## src/design/udpf_pkg.sv

```systemverilog
// Package with types, constants and codes of the UDP flood flow detector.
package udpf_pkg;

	// Table sizes and index widths.
	localparam int FLOW_ENTRIES  = 32;
	localparam int BLOCK_ENTRIES = 32;
	localparam int FLOW_IDX_W    = (FLOW_ENTRIES > 1) ? $clog2(FLOW_ENTRIES) : 1;
	localparam int BLOCK_IDX_W   = (BLOCK_ENTRIES > 1) ? $clog2(BLOCK_ENTRIES) : 1;

	// Header constants.
	localparam logic [15:0] ETHERTYPE_IPV4 = 16'h0800;
	localparam logic [7:0]  UDP_PROTOCOL   = 8'd17;

	// Configuration port.
	localparam int          APB_ADDR_W     = 4;
	localparam logic [1:0]  REG_THRESHOLD  = 2'd0;
	localparam logic [1:0]  REG_WINDOW     = 2'd1;
	localparam logic [1:0]  REG_MODE       = 2'd2;
	localparam logic [15:0] THRESHOLD_RST  = 16'd30;
	localparam logic [15:0] WINDOW_RST     = 16'd2;

	// Result kinds.
	typedef enum logic [1:0] {
		RK_VERDICT = 2'd0,
		RK_REPORT  = 2'd1,
		RK_TICK    = 2'd2
	} rkind_t;

	// Input operation codes.
	localparam logic OP_PACKET = 1'b0;
	localparam logic OP_TICK   = 1'b1;

	// Controller states.
	typedef enum logic [2:0] {
		ST_IDLE,
		ST_BSCAN,
		ST_FSCAN,
		ST_WALK,
		ST_BADD,
		ST_TDONE
	} state_t;

	typedef struct packed {
		logic        operation;
		logic [15:0] eth_type;
		logic [7:0]  ip_protocol;
		logic [31:0] source_address;
		logic [15:0] source_port;
		logic [15:0] udp_checksum;
	} in_t;

	typedef struct packed {
		rkind_t      result_kind;
		logic        packet_pass;
		logic [31:0] flow_address;
		logic [15:0] flow_port;
		logic        flow_blocked_now;
		logic        window_closed;
		logic        table_overflow;
		logic        last_result;
	} out_t;

	typedef struct packed {
		logic [15:0] repeat_threshold;
		logic [15:0] window_ticks;
		logic        block_mode;
	} cfg_t;

	typedef struct packed {
		logic [31:0] addr;
		logic [15:0] port;
		logic [15:0] csum;
		logic [15:0] cnt;
	} flow_ent_t;

	typedef struct packed {
		logic [31:0] addr;
		logic [15:0] port;
	} block_ent_t;

endpackage

```

## src/design/udpf_regs.sv

```systemverilog
// Configuration register file behind the APB-style port.
module udpf_regs (
	input  logic                              clk,
	input  logic                              arst_n,
	input  logic                              psel,
	input  logic                              penable,
	input  logic                              pwrite,
	input  logic [udpf_pkg::APB_ADDR_W-1:0]   paddr,
	input  logic [31:0]                       pwdata,
	output logic [31:0]                       prdata,
	output logic                              pready,
	output udpf_pkg::cfg_t                    cfg
);

	udpf_pkg::cfg_t cfg_q;
	logic [1:0]     reg_idx;

	assign reg_idx = paddr[3:2];
	assign pready  = 1'b1;
	assign cfg     = cfg_q;

	// Register writes on the access cycle of a write transfer.
	always_ff @(posedge clk or negedge arst_n) begin
		if (!arst_n) begin
			cfg_q.repeat_threshold <= udpf_pkg::THRESHOLD_RST;
			cfg_q.window_ticks     <= udpf_pkg::WINDOW_RST;
			cfg_q.block_mode       <= 1'b0;
		end else if (psel && penable && pwrite) begin
			case (reg_idx)
				udpf_pkg::REG_THRESHOLD: cfg_q.repeat_threshold <= pwdata[15:0];
				udpf_pkg::REG_WINDOW:    cfg_q.window_ticks     <= pwdata[15:0];
				udpf_pkg::REG_MODE:      cfg_q.block_mode       <= pwdata[0];
				default: ;
			endcase
		end
	end

	// Read data.
	always_comb begin
		case (reg_idx)
			udpf_pkg::REG_THRESHOLD: prdata = {16'd0, cfg_q.repeat_threshold};
			udpf_pkg::REG_WINDOW:    prdata = {16'd0, cfg_q.window_ticks};
			udpf_pkg::REG_MODE:      prdata = {31'd0, cfg_q.block_mode};
			default:                 prdata = 32'd0;
		endcase
	end

endmodule

```

## src/design/udp_flood_flow_detector_core.sv

```systemverilog
// Top level of the UDP flood flow detector: flow and block tables with their scanning controller.
//
// Channel   Direction  Handshake                      Payload
// command   in         start high while busy low      cmd (udpf_pkg::in_t)
// result    out        result_valid, one cycle        result (udpf_pkg::out_t)
// config    in         APB-style, pready always high  pwdata / prdata
//
// A packet that is not IPv4 UDP gives its verdict in the cycle after the transfer.
// A UDP packet scans the block table, then, if no block entry matches, the flow table, one entry
// per cycle from memories with one write port and one registered read port.
// A tick that does not close the window answers in the next cycle; a closing tick walks the
// flow table, and in block mode scans the block table for each flow at or over the threshold.
// Reset clears the valid flip-flops at once; no clearing pass follows. The receiver
// cannot stall: every result leaves in its cycle.
module udp_flood_flow_detector_core (
	input  logic                              clk,
	input  logic                              arst_n,
	input  logic                              start,
	output logic                              busy,
	input  udpf_pkg::in_t                     cmd,
	output logic                              result_valid,
	output udpf_pkg::out_t                    result,
	input  logic                              psel,
	input  logic                              penable,
	input  logic                              pwrite,
	input  logic [udpf_pkg::APB_ADDR_W-1:0]   paddr,
	input  logic [31:0]                       pwdata,
	output logic [31:0]                       prdata,
	output logic                              pready
);

	localparam logic [udpf_pkg::FLOW_IDX_W-1:0] FLOW_LAST =
		udpf_pkg::FLOW_IDX_W'(udpf_pkg::FLOW_ENTRIES - 1);
	localparam logic [udpf_pkg::BLOCK_IDX_W-1:0] BLOCK_LAST =
		udpf_pkg::BLOCK_IDX_W'(udpf_pkg::BLOCK_ENTRIES - 1);

	udpf_pkg::cfg_t cfg;

	// Memories and their registered read data.
	udpf_pkg::flow_ent_t  flow_mem  [udpf_pkg::FLOW_ENTRIES];
	udpf_pkg::block_ent_t block_mem [udpf_pkg::BLOCK_ENTRIES];
	udpf_pkg::flow_ent_t  frd_s1;
	udpf_pkg::block_ent_t brd_s1;
	logic [udpf_pkg::FLOW_IDX_W-1:0]  fidx_s1;
	logic [udpf_pkg::BLOCK_IDX_W-1:0] bidx_s1;
	logic                             rd_s1;

	// Control state.
	udpf_pkg::state_t state_q, state_d;
	logic [udpf_pkg::FLOW_ENTRIES-1:0]  fvalid_q;
	logic [udpf_pkg::BLOCK_ENTRIES-1:0] bvalid_q;
	logic [udpf_pkg::FLOW_IDX_W-1:0]    fscan_q, ffree_q;
	logic [udpf_pkg::BLOCK_IDX_W-1:0]   bscan_q, bfree_q;
	logic                               free_found_q;
	logic                               walk_last_q;
	logic [15:0]                        tick_q, tick_d;

	// Key under search and checksum of the current packet.
	logic [31:0] key_addr_q;
	logic [15:0] key_port_q;
	logic [15:0] csum_q;

	// Combinational controls.
	logic                            acc, is_udp, emit;
	logic                            key_from_cmd, key_from_entry;
	udpf_pkg::out_t                  res_d;
	logic                            f_we, fv_set, fv_clr;
	logic [udpf_pkg::FLOW_IDX_W-1:0] f_wa;
	udpf_pkg::flow_ent_t             f_wd;
	logic                            b_we;
	logic [udpf_pkg::BLOCK_IDX_W-1:0] b_wa;
	logic                            f_hit, b_hit, f_last, b_last;
	logic                            f_free_now, b_free_now;
	logic [udpf_pkg::FLOW_IDX_W-1:0] f_free_idx;
	logic [udpf_pkg::BLOCK_IDX_W-1:0] b_free_idx;
	logic [15:0]                     thr, win, tick_inc;
	logic                            scan_q_st, stay;

	udpf_regs u_regs (
		.clk     (clk),
		.arst_n  (arst_n),
		.psel    (psel),
		.penable (penable),
		.pwrite  (pwrite),
		.paddr   (paddr),
		.pwdata  (pwdata),
		.prdata  (prdata),
		.pready  (pready),
		.cfg     (cfg)
	);

	assign busy = (state_q != udpf_pkg::ST_IDLE);
	assign acc  = start && !busy;

	// Entry compare and free-slot bookkeeping for the entry whose data just arrived.
	assign is_udp     = (cmd.eth_type == udpf_pkg::ETHERTYPE_IPV4) &&
	                    (cmd.ip_protocol == udpf_pkg::UDP_PROTOCOL);
	assign f_hit      = fvalid_q[fidx_s1] && (frd_s1.addr == key_addr_q) &&
	                    (frd_s1.port == key_port_q);
	assign b_hit      = bvalid_q[bidx_s1] && (brd_s1.addr == key_addr_q) &&
	                    (brd_s1.port == key_port_q);
	assign f_last     = (fidx_s1 == FLOW_LAST);
	assign b_last     = (bidx_s1 == BLOCK_LAST);
	assign f_free_now = free_found_q || !fvalid_q[fidx_s1];
	assign b_free_now = free_found_q || !bvalid_q[bidx_s1];
	assign f_free_idx = free_found_q ? ffree_q : fidx_s1;
	assign b_free_idx = free_found_q ? bfree_q : bidx_s1;
	assign thr        = (cfg.repeat_threshold == 16'd0) ? 16'd1 : cfg.repeat_threshold;
	assign win        = (cfg.window_ticks == 16'd0) ? 16'd1 : cfg.window_ticks;
	assign tick_inc   = tick_q + 16'd1;
	assign scan_q_st  = (state_q == udpf_pkg::ST_BSCAN) || (state_q == udpf_pkg::ST_FSCAN) ||
	                    (state_q == udpf_pkg::ST_WALK) || (state_q == udpf_pkg::ST_BADD);
	assign stay       = scan_q_st && (state_d == state_q);

	// Next state, results and table writes.
	always_comb begin
		state_d        = state_q;
		emit           = 1'b0;
		res_d          = '0;
		f_we           = 1'b0;
		f_wa           = fidx_s1;
		f_wd           = frd_s1;
		fv_set         = 1'b0;
		fv_clr         = 1'b0;
		b_we           = 1'b0;
		b_wa           = b_free_idx;
		tick_d         = tick_q;
		key_from_cmd   = 1'b0;
		key_from_entry = 1'b0;
		case (state_q)
			udpf_pkg::ST_IDLE: begin
				if (acc) begin
					if (cmd.operation == udpf_pkg::OP_PACKET) begin
						key_from_cmd = 1'b1;
						if (is_udp) begin
							state_d = udpf_pkg::ST_BSCAN;
						end else begin
							emit                = 1'b1;
							res_d.result_kind   = udpf_pkg::RK_VERDICT;
							res_d.packet_pass   = 1'b1;
							res_d.last_result   = 1'b1;
						end
					end else if (tick_inc >= win) begin
						tick_d  = 16'd0;
						state_d = udpf_pkg::ST_WALK;
					end else begin
						tick_d            = tick_inc;
						emit              = 1'b1;
						res_d.result_kind = udpf_pkg::RK_TICK;
						res_d.last_result = 1'b1;
					end
				end
			end
			udpf_pkg::ST_BSCAN: begin
				if (rd_s1) begin
					if (b_hit) begin
						emit              = 1'b1;
						res_d.result_kind = udpf_pkg::RK_VERDICT;
						res_d.last_result = 1'b1;
						state_d           = udpf_pkg::ST_IDLE;
					end else if (b_last) begin
						state_d = udpf_pkg::ST_FSCAN;
					end
				end
			end
			udpf_pkg::ST_FSCAN: begin
				if (rd_s1) begin
					if (f_hit) begin
						f_we = 1'b1;
						if ((frd_s1.csum == csum_q) && (frd_s1.cnt != 16'hFFFF)) begin
							f_wd.cnt = frd_s1.cnt + 16'd1;
						end
						f_wd.csum = csum_q;
					end else if (f_last && f_free_now) begin
						f_we   = 1'b1;
						fv_set = 1'b1;
						f_wa   = f_free_idx;
						f_wd   = '{addr: key_addr_q, port: key_port_q, csum: csum_q, cnt: 16'd0};
					end
					if (f_hit || f_last) begin
						emit                 = 1'b1;
						res_d.result_kind    = udpf_pkg::RK_VERDICT;
						res_d.packet_pass    = 1'b1;
						res_d.table_overflow = !f_hit && !f_free_now;
						res_d.last_result    = 1'b1;
						state_d              = udpf_pkg::ST_IDLE;
					end
				end
			end
			udpf_pkg::ST_WALK: begin
				if (rd_s1) begin
					fv_clr = 1'b1;
					if (fvalid_q[fidx_s1] && (frd_s1.cnt >= thr)) begin
						if (cfg.block_mode) begin
							key_from_entry = 1'b1;
							state_d        = udpf_pkg::ST_BADD;
						end else begin
							emit               = 1'b1;
							res_d.result_kind  = udpf_pkg::RK_REPORT;
							res_d.flow_address = frd_s1.addr;
							res_d.flow_port    = frd_s1.port;
							if (f_last) begin
								state_d = udpf_pkg::ST_TDONE;
							end
						end
					end else if (f_last) begin
						state_d = udpf_pkg::ST_TDONE;
					end
				end
			end
			udpf_pkg::ST_BADD: begin
				if (rd_s1 && (b_hit || b_last)) begin
					b_we                   = !b_hit && b_free_now;
					emit                   = 1'b1;
					res_d.result_kind      = udpf_pkg::RK_REPORT;
					res_d.flow_address     = key_addr_q;
					res_d.flow_port        = key_port_q;
					res_d.flow_blocked_now = b_hit || b_free_now;
					res_d.table_overflow   = !b_hit && !b_free_now;
					state_d = walk_last_q ? udpf_pkg::ST_TDONE : udpf_pkg::ST_WALK;
				end
			end
			udpf_pkg::ST_TDONE: begin
				emit                = 1'b1;
				res_d.result_kind   = udpf_pkg::RK_TICK;
				res_d.window_closed = 1'b1;
				res_d.last_result   = 1'b1;
				state_d             = udpf_pkg::ST_IDLE;
			end
			default: begin
				state_d = udpf_pkg::ST_IDLE;
			end
		endcase
	end

	// State register.
	always_ff @(posedge clk or negedge arst_n) begin
		if (!arst_n) begin
			state_q <= udpf_pkg::ST_IDLE;
		end else begin
			state_q <= state_d;
		end
	end

	// Scan counters, read pipeline flag, free-slot tracking, valid bits, tick counter and result strobe.
	always_ff @(posedge clk or negedge arst_n) begin
		if (!arst_n) begin
			fscan_q      <= '0;
			bscan_q      <= '0;
			rd_s1        <= 1'b0;
			free_found_q <= 1'b0;
			tick_q       <= 16'd0;
			fvalid_q     <= '0;
			bvalid_q     <= '0;
			result_valid <= 1'b0;
		end else begin
			rd_s1        <= stay;
			tick_q       <= tick_d;
			result_valid <= emit;
			if (stay && ((state_q == udpf_pkg::ST_BSCAN) || (state_q == udpf_pkg::ST_BADD))) begin
				bscan_q <= (bscan_q == BLOCK_LAST) ? '0 : bscan_q + 1'b1;
			end else begin
				bscan_q <= '0;
			end
			if (stay && ((state_q == udpf_pkg::ST_FSCAN) || (state_q == udpf_pkg::ST_WALK))) begin
				fscan_q <= (fscan_q == FLOW_LAST) ? '0 : fscan_q + 1'b1;
			end else if ((state_q == udpf_pkg::ST_IDLE) ||
			             ((state_d == udpf_pkg::ST_FSCAN) && (state_q != udpf_pkg::ST_FSCAN))) begin
				fscan_q <= '0;
			end
			if (!stay) begin
				free_found_q <= 1'b0;
			end else if (rd_s1 && !free_found_q) begin
				if ((state_q == udpf_pkg::ST_FSCAN) && !fvalid_q[fidx_s1]) begin
					free_found_q <= 1'b1;
				end
				if ((state_q == udpf_pkg::ST_BADD) && !bvalid_q[bidx_s1]) begin
					free_found_q <= 1'b1;
				end
			end
			if (fv_set) begin
				fvalid_q[f_wa] <= 1'b1;
			end
			if (fv_clr) begin
				fvalid_q[fidx_s1] <= 1'b0;
			end
			if (b_we) begin
				bvalid_q[b_wa] <= 1'b1;
			end
		end
	end

	// Payload registers: free-slot indexes, search key, result.
	always_ff @(posedge clk) begin
		if (rd_s1 && !free_found_q) begin
			ffree_q <= fidx_s1;
			bfree_q <= bidx_s1;
		end
		if (key_from_cmd) begin
			key_addr_q <= cmd.source_address;
			key_port_q <= cmd.source_port;
			csum_q     <= cmd.udp_checksum;
		end else if (key_from_entry) begin
			key_addr_q  <= frd_s1.addr;
			key_port_q  <= frd_s1.port;
			walk_last_q <= f_last;
		end
		if (emit) begin
			result <= res_d;
		end
	end

	// Table memories: one write and one registered read per cycle each.
	always_ff @(posedge clk) begin
		frd_s1  <= flow_mem[fscan_q];
		fidx_s1 <= fscan_q;
		if (f_we) begin
			flow_mem[f_wa] <= f_wd;
		end
	end

	always_ff @(posedge clk) begin
		brd_s1  <= block_mem[bscan_q];
		bidx_s1 <= bscan_q;
		if (b_we) begin
			block_mem[b_wa] <= '{addr: key_addr_q, port: key_port_q};
		end
	end

endmodule

```

## config.mk

```make
export PLATFORM = sky130hd
export DESIGN_NAME = udp_flood_flow_detector_core
export DESIGN_NICKNAME = d
export VERILOG_FILES = /design/src/design/udpf_pkg.sv /design/src/design/udpf_regs.sv /design/src/design/udp_flood_flow_detector_core.sv
export SDC_FILE = /design/constraint.sdc
export NUM_CORES = 2
export LEC_CHECK = 0
export ABC_AREA = 1
export CAP_MARGIN = 20
export CORE_ASPECT_RATIO = 0.5
export CORE_MARGIN = 2
export CORE_UTILIZATION = 35
export CTS_CLUSTER_SIZE = 20
export DETAILED_ROUTE_END_ITERATION = 7
export DONT_BUFFER_PORTS = 1
export GPL_TIMING_DRIVEN = 0
export REMOVE_ABC_BUFFERS = 1
export SLEW_MARGIN = 20
export SYNTH_ARGS = -nofsm -noshare
export SYNTH_HDL_FRONTEND = slang
export SYNTH_SLANG_ARGS = --single-unit
export TNS_END_PERCENT = 100
```

## constraint.sdc

```tcl
create_clock -name clk -period 22 [get_ports clk]
set_input_delay 2.2 -clock clk [delete_from_list [all_inputs] [get_ports clk]]
set_output_delay 2.2 -clock clk [all_outputs]
set_load 0.05 [all_outputs]
```

==> metrics.md <==
| Metric | Value |
|---|---|
| Port bufs | `0` |
| Top cells by area, synth | `edfxtp_1 71%, o21ai_0 7.4%, nor2_1 5.7%` |
| CP Class | `register to register` |
| Total track usage | `20.1%` |
| CTS tree | `yes` |
| Rows | `184` |
| Post-synthesis mux area share | `0.0944%` |
| Leakage | `70.5 nW` |
| R2R setup slack | `13.38 ns` |
| Internal power | `16.0 mW` |
| Post-synthesis compound-gate area fraction | `12.8%` |
| Initial Util | `35.2%` |
| Status | `finished, final reports clean` |
| Setup Viol. Count Final | `0` |
| Io pins | `221` |
| Cell area after synthesis | `178000 µm²` |
| Commonest non-fill, non-tap cell in the layout | `edfxtp_1` |
| Nets | `14.6k` |
| Critical Path RT | `22.64 ns` |
| DR WL/cell | `25.0 µm` |
| Setup Buffers After CTS | `0` |
| Clock latency on the worst-skew pair | `0.95 ns` |
| TritonCTS buffer count | `429` |
| H-tree levels | `5` |
| Max incr delay on CP | `0.85 ns` |
| Register bit total from synthesis | `4493` |
| Cell Pwr Density | `109 nW/µm²` |
| Adder-Cell Fraction of Synth Area | `0.268%` |
| WP data arrival | `9.26 ns` |
| Simple-gate share of the synthesized area | `8.79%` |
| Setup TNS | `0 ns` |
| Overall routed net length | `537 mm` |
| Syn avg cell area | `12.6 µm²` |
| Crit path launch type | `register` |
| Maximum Capacitance Violations | `0` |
| Antenna Violating Nets Remaining | `0` |
| Clock skew | `0.0417 ns` |
| Vias in the first global route | `113k` |
| Min Clock Period, post-route | `8.62 ns` |
| Chip Width | `1.01 mm` |
| Final Hold Fails | `0` |
| GP Congestion | `0.808` |
| Slew headroom | `16.7%` |
| Total grt overflow | `0` |
| Core Region | `504000 µm²` |
| Yosys top cell area share | `71.5%` |
| Pre-antenna DRT Iters | `6` |
| VDD IR max | `0.0826 mV` |
| Highest-count cells in the layout ignoring fill and taps | `4226 x edfxtp_1, 2657 x nor2_1, 2594 x o21ai_0` |
| CP most frequent cell | `buf_2` |
| Fraction of layout instances using a drive strength above 1 | `11.7%` |
| CTS Sinks | `4493` |
| Max Fclk | `0.116 GHz` |
| Net Sw Power | `6.78 mW` |
| Gate power share | `20.8%` |
| Post-Synth XOR/XNOR Area | `0.385%` |
| Fin Hold WS | `0.457 ns` |
| Flop pwr share | `47.0%` |
| Clock root cell | `clkbuf_16` |
| Switching Fraction | `29.8%` |
| Slew Limit Fails | `0` |
| Tcrit/Tclk final | `39.2%` |
| Worst min path class | `register to register` |
| Yosys warns | `0` |
| Netlist cell types | `56` |
| Clock buffer depth | `4` |
| Worst-margin pin slew | `1.25 ns` |
| Post-synthesis cell type with the largest combined area | `edfxtp_1` |
| Crit. End Element | `register` |
| Register area share after synthesis | `74.8%` |
| Post-CTS Hold Buffers | `0` |
| CP max stage cell | `edfxtp_1` |
| Clock Pin Slew Worst Setup and Hold Paths | `0.07 ns` |
| RSZ-0062 raised after global routing | `no` |
| Global-route wire length before repair | `774 mm` |
| CP Max Fanout | `16` |
| Largest family of logic cells by synthesized area | `compound AO/OA/AOI/OAI gates` |
| Via count | `120k` |
| Initial DRC Count | `14.9k` |
| Initial antenna violation count | `9` |
| Half-perimeter wire length after placement | `342 mm` |
| Vias/cell | `5.58` |
| Cells after Synth | `14.1k` |
| Largest net degree at the start of global routing | `139` |
| Clock power frac | `32.3%` |
| DIE AREA | `513000 µm²` |
| Remaining DRCs | `0` |
| Layout Area Growth over Synthesis | `18.1%` |
| Post-cts resize count | `0` |
| Height of the chip | `508 µm` |
cell usage after synthesis (all sizes together):
| master | count |
|---|---|
| a31o | 1 |
| dfstp | 5 |
| xor2 | 20 |
| edfxtp | 4226 |
| o21ai | 2665 |
| nand3b | 3 |
| mux2 | 14 |
| nor3 | 27 |
| o22ai | 1281 |
| dfrtp | 124 |
| o32ai | 24 |
| o211ai | 3 |
| dfxtp | 138 |
| o2111ai | 1 |
| o211a | 1 |
| and2 | 1 |
| or2 | 31 |
| xnor2 | 58 |
| a21o | 1 |
| o31ai | 32 |
| clkbuf | 856 |
| nor4 | 26 |
| nor2 | 2720 |
| conb | 2 |
| inv | 339 |
| a32o | 6 |
| mux2i | 1 |
| clkinv | 2 |
| o41ai | 3 |
| a31oi | 1 |
| buf | 109 |
| o221ai | 1 |
| ha | 38 |
| a21oi | 133 |
| and3 | 1 |
| nand2 | 1034 |
| nand4 | 43 |
| nand3 | 109 |
worst max-delay path: cells and delay by family (launching register included):
kind / cells / cell delay (ns)
AOI/OAI and AO/OA: 1 / 0.21
DFF: 1 / 0.85
buffers and inverters: 19 / 4.20
and+or+nand+nor: 12 / 2.99
routing by layer:
metal | global-route usage, % | share of wire [%] | vias to the layer above
met5 | 0 | 0.0076 | -
met3 | 2.35 | 8.3 | 1102
li1 | - | - | 52507
met2 | 33.4 | 48 | 5865
met4 | 7.80 | 4.3 | 6
met1 | 27.1 | 40 | 60523
cell type report:
class / instances / area (µm²)
Tap cell: 6696 / 8380
Sequential cell: 4493 / 133000
Antenna cell: 10 / 25.0
Clock buffer: 604 / 12000
Fill cell: 45252 / 294000
Timing Repair Buffer: 884 / 12800
Clock inverter: 189 / 1870
Inverter: 341 / 1350
Multi-Input combinational cell: 8296 / 40400
worst paths after layout:
path                           startpoint               end  depth (start not counted)
setup / recovery           key_addr_q[29]  flow_mem[22][62]                         32
hold / removal                bvalid_q[4]       bvalid_q[4]                          2
setup reg to reg           key_addr_q[29]  flow_mem[22][62]                         32
hold reg to reg               bvalid_q[4]       bvalid_q[4]                          2
max in group asynchronous          arst_n    u_regs.cfg[18]                          0
min in group asynchronous          arst_n      result_valid                          0
through the flow:
step,instances,instance area (µm²),setup slack [ns],power [mW],util (%)
5_1_grt,21507,210000,13.32,23.6,41.6
4_1_cts,21491,210000,13.13,22.8,41.6
2_1_floorplan,13130,174000,-70.52,14.0,-
6_report,21513,210000,13.38,22.8,41.6
3_5_place_dp,20698,196000,13.16,15.5,38.8
3_3_place_gp,19826,182000,-234.28,15.8,36.2
power by group through the flow:
stage | Sequential [mW] | Combinational, mW | Clock (mW)
floorplan | 11.1 | 2.94 | 0
global placement | 11.5 | 4.22 | 0
detailed placement | 10.9 | 4.64 | 0
CTS | 10.7 | 4.66 | 7.42
global route | 10.7 | 5.21 | 7.73
finish | 10.7 | 4.73 | 7.35
logic make-up (layout without fill, tap and decap cells):
group,after synthesis,after routing
buffers and inverters,1306,2018
DFF,4493,4493
muxes,15,15
xor gates and xnor gates,78,78
other,2,27
and+or+nand+nor,3995,3995
adders and majority gates,38,38
AOI/OAI and AO/OA,4153,4153
registers in the layout, indices dropped and copies added (netlist names), 33 cells and up:
signal,flops
u_regs.cfg,33
result,55
flow_mem,2560
brd_s1,48
block_mem,1536
frd_s1,80
No activity file was read; power rests on OpenSTA's default activity.
